--- src/hdl/kat_pkg.sv ---
`timescale 1ns / 1ps
// ----------------------------------------------------------------------------
// kat_pkg
// Shared types and constants for the keyed accumulate table.
// ----------------------------------------------------------------------------
package kat_pkg;

  localparam int unsigned FIELD_KEY_W = 16;
  localparam int unsigned VALUE_W     = 32;

  // Lookup miss result
  localparam logic signed [VALUE_W-1:0] RESULT_MISS = -32'sd1;

  typedef enum logic [1:0] {
    KIND_INSERT = 2'd0,
    KIND_LOOKUP = 2'd1,
    KIND_ACCUM  = 2'd2,
    KIND_REMOVE = 2'd3
  } kind_t;

  typedef struct packed {
    kind_t                     kind;
    logic [FIELD_KEY_W-1:0]    key_row;
    logic [FIELD_KEY_W-1:0]    key_col;
    logic signed [VALUE_W-1:0] operand_value;
  } kat_in_t;

  typedef struct packed {
    logic signed [VALUE_W-1:0] result_value;
    logic                      found;
    logic                      table_full;
  } kat_out_t;

  // Controller to datapath commands
  typedef struct packed {
    logic capture;  // latch item, register per-cell key match
    logic pick;     // select newest match, read its value
    logic apply;    // update table, load result register
  } kat_cmd_t;

endpackage

--- src/hdl/kat_ctrl.sv ---
`timescale 1ns / 1ps
// ----------------------------------------------------------------------------
// kat_ctrl
// Sequencer for one operation at a time and the result valid flag.
// ----------------------------------------------------------------------------
module kat_ctrl
  import kat_pkg::*;
(
  input  logic     clk,
  input  logic     rst_n,
  input  logic     in_valid,
  output logic     in_stall,
  output logic     out_valid,
  input  logic     out_stall,
  output kat_cmd_t cmd
);

  typedef enum logic [1:0] {
    S_IDLE,
    S_PICK,
    S_APPLY
  } state_t;

  state_t state_r;
  state_t state_nxt;
  logic   out_valid_r;
  logic   out_valid_nxt;
  logic   out_free;

  // Result register can take a new value this cycle
  assign out_free = !out_valid_r || !out_stall;

  assign in_stall    = (state_r != S_IDLE);
  assign cmd.capture = (state_r == S_IDLE) && in_valid;
  assign cmd.pick    = (state_r == S_PICK);
  assign cmd.apply   = (state_r == S_APPLY) && out_free;
  assign out_valid   = out_valid_r;

  always_comb begin
    state_nxt     = state_r;
    out_valid_nxt = out_valid_r && out_stall;
    unique case (state_r)
      S_IDLE: begin
        if (in_valid) begin
          state_nxt = S_PICK;
        end
      end
      S_PICK: begin
        state_nxt = S_APPLY;
      end
      S_APPLY: begin
        if (out_free) begin
          state_nxt     = S_IDLE;
          out_valid_nxt = 1'b1;
        end
      end
      default: state_nxt = S_IDLE;
    endcase
  end

  always_ff @(posedge clk) begin
    if (!rst_n) begin
      state_r     <= S_IDLE;
      out_valid_r <= 1'b0;
    end else begin
      state_r     <= state_nxt;
      out_valid_r <= out_valid_nxt;
    end
  end

`ifndef SYNTHESIS
  // Never overwrite a result that is still held
  a_no_overwrite: assert property (@(posedge clk) disable iff (!rst_n)
    cmd.apply |-> (!out_valid_r || !out_stall))
    else $error("result overwritten while stalled");

  // An accepted transfer moves on to the select step
  a_accept_pick: assert property (@(posedge clk) disable iff (!rst_n)
    (in_valid && !in_stall) |=> (state_r == S_PICK))
    else $error("accept did not start select step");

  // A new result appears only after an update step
  a_valid_src: assert property (@(posedge clk) disable iff (!rst_n)
    $rose(out_valid_r) |-> $past(cmd.apply))
    else $error("result valid without update");
`endif

endmodule

--- config.mk ---
export PLATFORM = sky130hd
export DESIGN_NAME = kat_ctrl
export DESIGN_NICKNAME = d
export VERILOG_FILES = /design/src/hdl/kat_pkg.sv /design/src/hdl/kat_ctrl.sv
export SDC_FILE = /design/constraint.sdc
export NUM_CORES = 1
export LEC_CHECK = 0
export BUFFER_PORTS_ARGS = -buffer_cell sky130_fd_sc_hd__clkbuf_2
export CORE_AREA = 2 2 39 41
export CTS_BUF_LIST = sky130_fd_sc_hd__clkbuf_4
export DETAILED_ROUTE_END_ITERATION = 16
export DIE_AREA = 0 0 41 43
export GPL_ROUTABILITY_DRIVEN = 0
export GPL_TIMING_DRIVEN = 0
export SYNTH_ARGS = -nofsm -noshare
export SYNTH_HDL_FRONTEND = slang
export SYNTH_SLANG_ARGS = --single-unit
--- constraint.sdc ---
create_clock -name clk -period 1.2 [get_ports clk]
set_input_delay 0.12 -clock clk [delete_from_list [all_inputs] [get_ports clk]]
set_output_delay 0.12 -clock clk [all_outputs]
set_load 0.1 [all_outputs]
After elaboration in Yosys (flattened, before gate mapping)
Cells that the tools add are included.
{"block": "totals", "regBits": 3, "out_inout_bits": 5, "wordCells": 20}
{"block": "op_classes", "eq_ne": 4, "muxes": 5, "n_reduce_logical": 9}
{"op": "$pmux 2 s3", "count": 1}
{"op": "$mux 2", "count": 2}
{"op": "$ne 2x2->1 const B", "count": 2}
{"op": "$logic_and 1x1->1", "count": 3}
{"op": "$eq 2x1->1 const B", "count": 1}
{"op": "$eq 2x2->1 const B", "count": 1}
{"op": "$logic_not 1->1", "count": 2}
{"op": "$logic_not 2->1", "count": 1}
{"op": "$mux 1", "count": 2}
{"op": "$reduce_and 2->1", "count": 1}
{"op": "$reduce_bool 2->1", "count": 1}
{"op": "$logic_or 1x1->1", "count": 1}

Logic depth before layout (Yosys ltp)
Gate-level depths: netlist (run 1).
{"block": "logic_depth", "word_depth": 4, "depth_mapped": 2}

Worst setup path before layout (run 1)
No wires, ideal clock.
{"block": "synth_path", "path_kind": "register to output", "start": "reg out_valid_r (netlist: out_valid)", "end": "out cmd[0] (netlist name)", "t_arrival_ns": 2.290, "t_required_ns": 1.080, "setup_slack_ns": -1.210, "path_stages_with_launch": 2, "path_buffers": 0, "path_cell_list": "dfxtp_1 > a21oi_1"}
{"item": "start: declaration", "line_no": "kat_ctrl.sv:26", "rtl": "logic out_valid_r;"}
{"item": "start signal: assignment", "line_no": "kat_ctrl.sv:67", "rtl": "out_valid_r <= out_valid_nxt;"}
{"item": "end: declaration", "line_no": "kat_ctrl.sv:15", "rtl": "output kat_cmd_t cmd"}

==> results of run 1 <==
per-stage QoR:
step	cell area [um^2]	utilization, %
CTS	305.3	22.06
detailed placement	222.7	16.09
floorplan	162.7	-
global route	309.0	22.33
global placement	222.7	16.09
finish	309.0	22.33
worst max path at each step:
stage,end,from,slack [ns],cells after the start
floorplan,state_r[0],state_r[0],-0.28,2
global placement,cmd[1],state_r[1],-0.05,3
detailed placement,cmd[1],state_r[1],-0.05,3
CTS,cmd[0],state_r[0],-0.05,3
global route,cmd[0],state_r[0],-0.02,3
finish,cmd[0],state_r[0],0.02,3
cells in the final DEF (no fill, tap or decap), types with 2 or more instances in the layout:
cell / count
clkbuf_4: 4
clkbuf_2: 4
dfxtp_2: 2
clkbuf_16: 2
logic make-up after synthesis:
group,after synthesis,share of synthesized area (%)
AO/OA/AOI/OAI,3,14.04
buffers and inverters,1,5.265
flip-flops,3,42.11
AND/OR/NAND/NOR,7,38.60
metal layers:
layer	share of wire (%)	GRT usage, %
met5	0	0
met4	0	6.000
met3	11	4.712
met2	56	5.625
met1	34	2.258
registers in the layout (all words and copies together) (netlist names):
signal     count
out_valid      1
state_r        2
layout make-up:
type | instances | area [um^2] | share of cell area (%)
Timing Repair Buffer | 8 | 92.59 | 29.96
Multi-Input combinational cell | 10 | 100.1 | 32.39
Clock buffer | 4 | 30.03 | 9.717
Tap cell | 16 | 20.02 | 6.478
Sequential cell | 3 | 66.31 | 21.46
repair_timing:
action / CTS / global route
hold buffers: 0 / 0
pin swaps: 0 / 0
resized for setup: 10 / 4
setup endpoints to repair: 4 / 3
report_power, final:
part	switching, uW	internal, uW	total (uW)
Sequential	7.62	105	112
Clock	46.3	147	193
Combinational	91.3	46.2	138
Total	145	298	443
==> impl_results.rst, run 1 <==
.. list-table::
   :header-rows: 1

   * - Metric
     - Value
   * - Run status
     - completed
   * - Total clock sinks
     - 3
   * - Cell-by-cell listing of the critical path
     - nand2b_4 -> a21oi_4 -> clkbuf_16
   * - Slew at the pin closest to its max-slew limit
     - about 0.54 ns
   * - Number of buffer cells added on primary ports
     - 8
   * - Number of different library cells in the post-synthesis netlist
     - 12
   * - Crit Path Class
     - reg -> out
   * - Root buf cell
     - clkbuf_4
   * - Clock transition at the registers of the reported paths
     - about 0.030 ns
   * - Buffers inserted by post-CTS timing repair
     - 0
   * - Vias in the first global route
     - between 100 and 150
   * - Placed cell count
     - 38
   * - Fin Clk Skew
     - 0.0002083 ns
   * - Buffer levels on the longest clock path
     - 2
   * - Leakage
     - about 0.00013 uW
   * - Critical register-to-register path endpoint
     - state_r[1]
   * - Routed via count divided by cell count
     - around 3.4
   * - Largest net degree at the start of global routing
     - 6
   * - Number of enable flip-flop cells after synthesis
     - 0
   * - Average cell area after synthesis
     - ~10 um^2
   * - Syn_nets
     - 18
   * - Violation count after the first detailed-route iteration
     - 1
   * - Standard cell with the maximum stage delay on the critical path
     - dfxtp_2
   * - Endpoint class of the critical path
     - output pin
   * - Sequential cell area fraction in the yosys report
     - between 40% and 50%
   * - Floorplan die height
     - around 43 um
   * - Layout Cells excl Fill
     - between 40 and 50
   * - Post-detailed-routing wire length
     - about 300 um
   * - Count of maximum capacitance violations
     - 0
   * - Cells taking the most area after synthesis
     - dfxtp_1, nor3b_2, and2b_4
   * - Buffer and inverter count on the worst path
     - 1
   * - Slew headroom
     - ~64%
   * - Total congestion overflow
     - 0
   * - Initial cell density of the core
     - 10.31%
   * - Final-stage net count
     - 30
   * - Cell type with the largest total area after synthesis
     - dfxtp_1
   * - Design Power
     - roughly 440 uW
   * - Timing-limited maximum frequency
     - 0.8508 GHz
   * - Number of ports placed on the die boundary
     - 9
   * - FP Rows
     - 14
   * - Worst path max stage delay
     - ~0.34 ns
   * - Synthesized area
     - roughly 140 um^2
   * - Synth Warn #
     - 0
   * - Yosys top cell area share
     - roughly 42%
   * - Worst min-delay path class
     - in -> reg
   * - Number of max-slew violations in the final report
     - 0
   * - Data required time of the worst path
     - ~1.1 ns
   * - Total Routing Usage GR
     - ~4.3%
   * - Total clock buffers created by CTS
     - 3
   * - Router iterations before antenna repair
     - 2
   * - Hold Path Origin
     - rst_n
   * - Setup TNS
     - 0 ns
   * - Number of inserted diodes
     - 0
   * - Ratio of final minimum period to clock period
     - 97.94%
   * - Core footprint
     - 1384 um^2
   * - CTS tree
     - built
   * - Routed wire per std cell
     - slightly above 7 um
   * - Initial antenna violation count
     - 0
   * - Max FO, Critical Path
     - 5
   * - Clk_lat worst skew
     - approximately 0.23 ns
   * - Reg2reg setup slack
     - approximately 0.34 ns
   * - DIE WIDTH
     - just over 40 um
   * - Most numerous cell in the Yosys netlist
     - dfxtp_1
   * - Hold Path Depth
     - 2
   * - Die Area
     - around 1800 um^2
   * - Setup crit start kind
     - flop
   * - Post-synthesis to final-layout area growth
     - 116.7%
   * - Power density cells
     - 1433 nW/um^2
   * - Setup Viol. Count Final
     - 0
   * - Worst Setup Slack post-DPL
     - -0.04689 ns
   * - Remaining design rule violation count
     - 0
   * - Async set-or-reset flop fraction in the synthesized netlist
     - 0%
   * - DR vias
     - approximately 140
   * - Endpoints failing hold
     - 0
   * - Largest delay share family, worst path
     - flip-flops
   * - Layout cells sized above 1
     - between 70% and 80%
   * - Post-Syn Instances
     - 14
   * - Worst hold-check slack
     - about 0.13 ns
   * - Worst hold path endpoint
     - state_r[1]
   * - Top flip-flop cell by instance count after synthesis
     - dfxtp_1
   * - Post-layout min period
     - about 1.2 ns
   * - Global-route wire length before repair
     - between 400 and 500 um
   * - Maximum ir drop on the vdd rail
     - ~290 uV
   * - Cell count of the worst reg-to-reg path
     - 2
   * - RSZ-0062 raised after global routing
     - true
   * - Final setup margin
     - 0.02468 ns
   * - Fillcell total
     - 153
   * - Worst flop-to-flop path startpoint
     - state_r[1]
   * - FF+latch count, synth
     - 3
   * - CP Data Arrival Time
     - 1.06 ns
   * - Clock H-tree levels
     - 1
   * - Post-route antenna net violation count
     - 0
Note: power is estimated with default switching activity, not from simulation.
==> run 2: changes to the inputs <==
--- a/config.mk
+++ b/config.mk
@@ -9,4 +9,5 @@
 export CORE_AREA = 2 2 39 41
 export CTS_BUF_LIST = sky130_fd_sc_hd__clkbuf_4
+export CTS_CLUSTER_SIZE = 20
 export DETAILED_ROUTE_END_ITERATION = 16
 export DIE_AREA = 0 0 41 43
==> constraint.sdc (replaced) <==
create_clock -name clk -period 1.2 [get_ports clk]
set_input_delay 0.12 -clock clk [delete_from_list [all_inputs] [get_ports clk]]
set_output_delay 0.12 -clock clk [all_outputs]
set_load 0.02 [all_outputs]
==> run 2 against run 1 <==
Against the previous run:
- critical endpoint is now cmd[1]
- utilization is 5.4 points lower
- largest power group unchanged
- worst setup slack improved by 0.024 ns
- clock skew is 0.0026 ns higher
- die area did not move
- highest routed layer unchanged
==> impl_results.rst, run 2 (synthesis gave the netlist of run 1 again) <==
.. list-table::
   :header-rows: 1

   * - Metric
     - Value
   * - Run status
     - completed
   * - Initial antenna violation count
     - 0
   * - Post-synthesis to final-layout area growth
     - 64.03%
   * - Hold Path Origin
     - rst_n
   * - Fin Clk Skew
     - about 0.0028 ns
   * - DR vias
     - about 130
   * - Router iterations before antenna repair
     - 4
   * - Core footprint
     - ~1400 um^2
   * - Largest register FFs
     - 2
   * - DIE WIDTH
     - 41 um
   * - Crit Path Class
     - reg -> out
   * - Routed wire per std cell
     - ~6.7 um
   * - Buffers inserted by post-CTS timing repair
     - 0
   * - Clock H-tree levels
     - 1
   * - Ratio of final minimum period to clock period
     - a little over nine tenths
   * - Final setup margin
     - roughly 0.048 ns
   * - Die Area
     - roughly 1800 um^2
   * - Largest net degree at the start of global routing
     - 6
   * - Vias in the first global route
     - about 100
   * - Worst flop-to-flop path startpoint
     - state_r[0]
   * - Remaining design rule violation count
     - 0
   * - RSZ-0062 raised after global routing
     - false
   * - Timing-limited maximum frequency
     - slightly below 0.9 GHz
   * - Reg2reg setup slack
     - about 0.34 ns
   * - Clk_lat worst skew
     - between 0.2 and 0.25 ns
   * - Max FO, Critical Path
     - 5
   * - Number of ports placed on the die boundary
     - 9
   * - CTS tree
     - built
   * - Top register by number of flip-flops
     - state_r
   * - Total Routing Usage GR
     - 4.409%
   * - Worst Setup Slack post-DPL
     - around 0.23 ns
   * - Layout cells sized above 1
     - about three fifths
   * - Hold Path Depth
     - 2
   * - Total clock sinks
     - 3
   * - Power density cells
     - around 1500 nW/um^2
   * - Data required time of the worst path
     - 1.08 ns
   * - CP Data Arrival Time
     - between 1 and 1.5 ns
   * - Root buf cell
     - clkbuf_4
   * - Total congestion overflow
     - 0
   * - Buffer levels on the longest clock path
     - 2
   * - Routed via count divided by cell count
     - 3.167
   * - Endpoint class of the critical path
     - output pin
   * - Total clock buffers created by CTS
     - 3
   * - Setup Viol. Count Final
     - 0
   * - Post-route antenna net violation count
     - 0
   * - Critical register-to-register path endpoint
     - state_r[1]
   * - Post-detailed-routing wire length
     - around 280 um
   * - Cell count of the worst reg-to-reg path
     - 2
   * - Floorplan die height
     - 43 um
   * - Violation count after the first detailed-route iteration
     - 1
   * - Worst hold path endpoint
     - state_r[1]
   * - Leakage
     - between 0.0001 and 0.00015 uW
   * - Slew headroom
     - 89.93%
   * - Launch point of the worst path
     - state_r[1]
   * - Endpoints failing hold
     - 0
   * - Slew at the pin closest to its max-slew limit
     - ~0.15 ns
   * - Highest-count cells in the layout ignoring fill and taps
     - clkbuf_2, clkbuf_4, dfxtp_1, buf_2
   * - Initial cell density of the core
     - 10.31%
   * - FP Rows
     - 14
   * - Final-stage net count
     - 31
   * - Setup crit start kind
     - flop
   * - Setup TNS
     - 0 ns
   * - Worst min-delay path class
     - in -> reg
   * - Number of inserted diodes
     - 0
   * - Count of maximum capacitance violations
     - 0
   * - Global-route wire length before repair
     - 338 um
   * - Commonest non-fill, non-tap cell in the layout
     - clkbuf_2
   * - Clock transition at the registers of the reported paths
     - 0.03 ns
   * - Post-layout min period
     - 1.152 ns
   * - Maximum ir drop on the vdd rail
     - about 190 uV
   * - Number of max-slew violations in the final report
     - 0
   * - Number of buffer cells added on primary ports
     - 8
==> run 2: cell type report <==
| cell class | count | area [um^2] |
|---|---|---|
| repair buffers | 8 | 40.04 |
| flip-flops and latches | 3 | 61.31 |
| fillers | 157 | 1150 |
| multi-input cells | 10 | 75.07 |
| plain buffers | 1 | 7.507 |
| clock buffers | 4 | 30.03 |
| well taps | 16 | 20.02 |
==> run 2: power breakdown <==
group | switching, uW | internal, uW | leakage, uW | total [uW]
Combinational | 23.8 | 23.3 | 0.0000730 | 47.1
Sequential | 5.08 | 105 | 0.0000250 | 110
Clock | 47.8 | 147 | 0.0000184 | 195
==> run 2: per-layer routing <==
layer  wire (um)  track usage, %
met5           0               0
met1         102           1.278
met3          46           6.283
met4           0           8.000
met2         133           5.000
==> run 2: how the worst max path moves through the flow <==
stage | to | slack (ns) | cells after the start
6_report | cmd[1] | 0.05 | 3
5_1_grt | cmd[1] | 0.002 | 3
4_1_cts | cmd[1] | 0.03 | 3
3_5_place_dp | cmd[1] | 0.23 | 3
3_3_place_gp | cmd[1] | 0.24 | 3
2_1_floorplan | cmd[0] | 0.26 | 2
==> run 2: worst max-delay path: stages, from the launching register on <==
cell and delay (ns):
dfxtp_2 0.35, and2b_4 0.19, buf_4 0.12, buf_2 0.14
==> run 2: stage by stage <==
stage	std cells	hold slack, ns	area (um^2)	power [uW]	utilization [%]
finish	42	0.1337	234.0	352.2	16.91
global route	42	0.1283	234.0	381.5	16.91
CTS	42	0.1253	234.0	365.1	16.91
detailed placement	38	0.3697	202.7	159.5	14.65
global placement	38	0.3688	202.7	159.1	14.65
floorplan	14	0.2375	142.6	142.1	-
==> run 2: timing repair <==
item	4_1_cts	5_1_grt
hold buffers	0	0
pin swaps	0	0
gates cloned	0	0
resized for setup	1	2
setup endpoints to repair	1	2
==> run 3: changes to the inputs <==
Clock period 1.2 ns to 1.3 ns, I/O delays scaled along.
==> run 3 against run 2 <==
Against the previous run:
- global-route usage did not move
- critical path type unchanged
- register-to-register slack better by 0.09 ns
- die area stayed put
- largest power group unchanged
- sequential share of layout area fell by 0.40 points
- combinational power shrank 7.4%
- clock-buffer cell count stayed put
- total power is 7.7% lower
==> impl_results.rst, run 3 (synthesis gave the netlist of run 1 again) <==
.. list-table::
   :header-rows: 1

   * - Metric
     - Value
   * - Design Area, Final
     - around 230 um^2
   * - Worst path max stage delay
     - about 0.38 ns
   * - Maximum ir drop on the vdd rail
     - 180.2 uV
   * - Standard cell with the maximum stage delay on the critical path
     - dfxtp_1
   * - Launch point of the worst path
     - state_r[1]
   * - Initial antenna violation count
     - 0
   * - Routed wire per std cell
     - ~6.8 um
   * - Data required time of the worst path
     - ~1.2 ns
   * - Total congestion overflow
     - 0
   * - Highest-count cells in the layout ignoring fill and taps
     - clkbuf_2, clkbuf_4, dfxtp_1
   * - Cell-by-cell listing of the critical path
     - and2b_4 -> buf_4 -> clkbuf_2
   * - Slew headroom
     - between 80% and 90%
   * - Router iterations before antenna repair
     - 4
   * - Power density cells
     - 1396 nW/um^2
   * - Largest register FFs
     - 2
   * - CP Data Arrival Time
     - approximately 1.1 ns
   * - Post-detailed-routing wire length
     - 285 um
   * - Violation count after the first detailed-route iteration
     - 1
   * - Global-route wire length before repair
     - around 340 um
   * - Buffers inserted by post-CTS timing repair
     - 0
   * - Worst flop-to-flop path startpoint
     - state_r[1]
   * - Routed via count divided by cell count
     - 3.119
   * - Post-route antenna net violation count
     - 0
   * - Number of ports placed on the die boundary
     - 9
   * - Fillcell total
     - 156
   * - Initial cell density of the core
     - 10.31%
   * - Run status
     - completed
   * - DIE WIDTH
     - about 41 um
   * - Post-layout min period
     - 1.210 ns
   * - Ratio of final minimum period to clock period
     - slightly above 90%
   * - RSZ-0062 raised after global routing
     - false
   * - Number of buffer cells added on primary ports
     - 8
   * - Post-synthesis to final-layout area growth
     - 63.16%
   * - Total Routing Usage GR
     - approximately 4.4%
   * - Buffer and inverter count on the worst path
     - 2
   * - Final-stage net count
     - 31
   * - Number of max-slew violations in the final report
     - 0
   * - Fin Clk Skew
     - between 0.002 and 0.003 ns
   * - Endpoint class of the critical path
     - output pin
   * - Count of maximum capacitance violations
     - 0
   * - Setup Viol. Count Final
     - 0
   * - Remaining design rule violation count
     - 0
   * - Worst min-delay path class
     - in -> reg
   * - FP Rows
     - 14
   * - Commonest non-fill, non-tap cell in the layout
     - clkbuf_2
   * - Leakage
     - between 0.0001 and 0.00015 uW
   * - Number of inserted diodes
     - 0
   * - Largest net degree at the start of global routing
     - 6
   * - Total clock sinks
     - 3
   * - Timing-limited maximum frequency
     - approximately 0.83 GHz
   * - Core footprint
     - ~1400 um^2
   * - Worst hold-check slack
     - around 0.15 ns
   * - Crit Path Class
     - reg -> out
   * - Largest delay share family, worst path
     - flip-flops
   * - Clock H-tree levels
     - 1
   * - Setup TNS
     - 0 ns
   * - Number of gates resized after CTS
     - 0
   * - Die Area
     - approximately 1800 um^2
   * - Reg2reg setup slack
     - 0.43 ns
   * - Buffer levels on the longest clock path
     - 2
   * - Top register by number of flip-flops
     - state_r
   * - Layout cells sized above 1
     - between 50 and 60%
   * - Endpoints failing hold
     - 0
   * - Root buf cell
     - clkbuf_4
   * - Layout Cells excl Fill
     - 42
   * - Placed cell area
     - around 200 um^2
   * - Setup crit start kind
     - flop
   * - Clk_lat worst skew
     - between 0.2 and 0.25 ns
   * - Hold Path Origin
     - rst_n
   * - DR vias
     - between 100 and 150
   * - Slew at the pin closest to its max-slew limit
     - ~0.16 ns
   * - Number of hold buffers added after CTS
     - 0
   * - CTS tree
     - built
   * - Design Power
     - 324.9 uW
   * - Clock transition at the registers of the reported paths
     - about 0.030 ns
   * - Floorplan die height
     - 43 um
   * - Max FO, Critical Path
     - 5
   * - Placed cell count
     - 38
   * - Total clock buffers created by CTS
     - 3
   * - Vias in the first global route
     - between 100 and 150
==> run 3: cell count changes in the layout (fill, tap and decap cells not counted), sizes merged <==
cell	delta
clkbuf	+2
buf	-2
==> run 3: worst register-to-register path, cell delays in order (launching register included) <==
cell and delay (ns):
dfxtp_1 0.38, and2b_4 0.21, o21a_1 0.17
==> run 3: power breakdown <==
part / internal, uW / total, uW / switching (uW)
Sequential: 97.0 / 102 / 4.67
Clock: 136 / 180 / 44.1
Combinational: 21.5 / 43.6 / 22.1
Total: 254 / 325 / 70.9
==> run 3: final timing paths <==
| kind | end | cells after the start |
|---|---|---|
| hold / removal | state_r[1] | 2 |
| setup / recovery | cmd[1] | 3 |
| setup reg to reg | state_r[1] | 2 |
| hold reg to reg | out_valid | 2 |
==> run 3: final cells by class <==
cell class / count / area (um^2) / area share [%]
Clock buffer: 4 / 30.03 / 12.90
Tap cell: 16 / 20.02 / 8.602
Multi-Input combinational cell: 10 / 75.07 / 32.26
Buffer: 1 / 7.507 / 3.226
Timing Repair Buffer: 8 / 40.04 / 17.20
Sequential cell: 3 / 60.06 / 25.81
==> run 3: metal layers <==
| metal | track usage [%] | share of wire (%) | vias to the layer above |
|---|---|---|---|
| met2 | 5.000 | 46 | 8 |
| met5 | 0 | 0 | - |
| met4 | 8.000 | 0 | 0 |
| met1 | 1.278 | 39 | 53 |
| li1 | - | - | 70 |
| met3 | 6.283 | 14 | 0 |
==> run 3: metrics by stage <==
stage	util [%]	setup WS, ns
finish	16.82	0.08956
global route	16.82	0.03386
CTS	16.82	0.07189
detailed placement	14.65	0.3243
global placement	14.65	0.3329
floorplan	-	0.3543
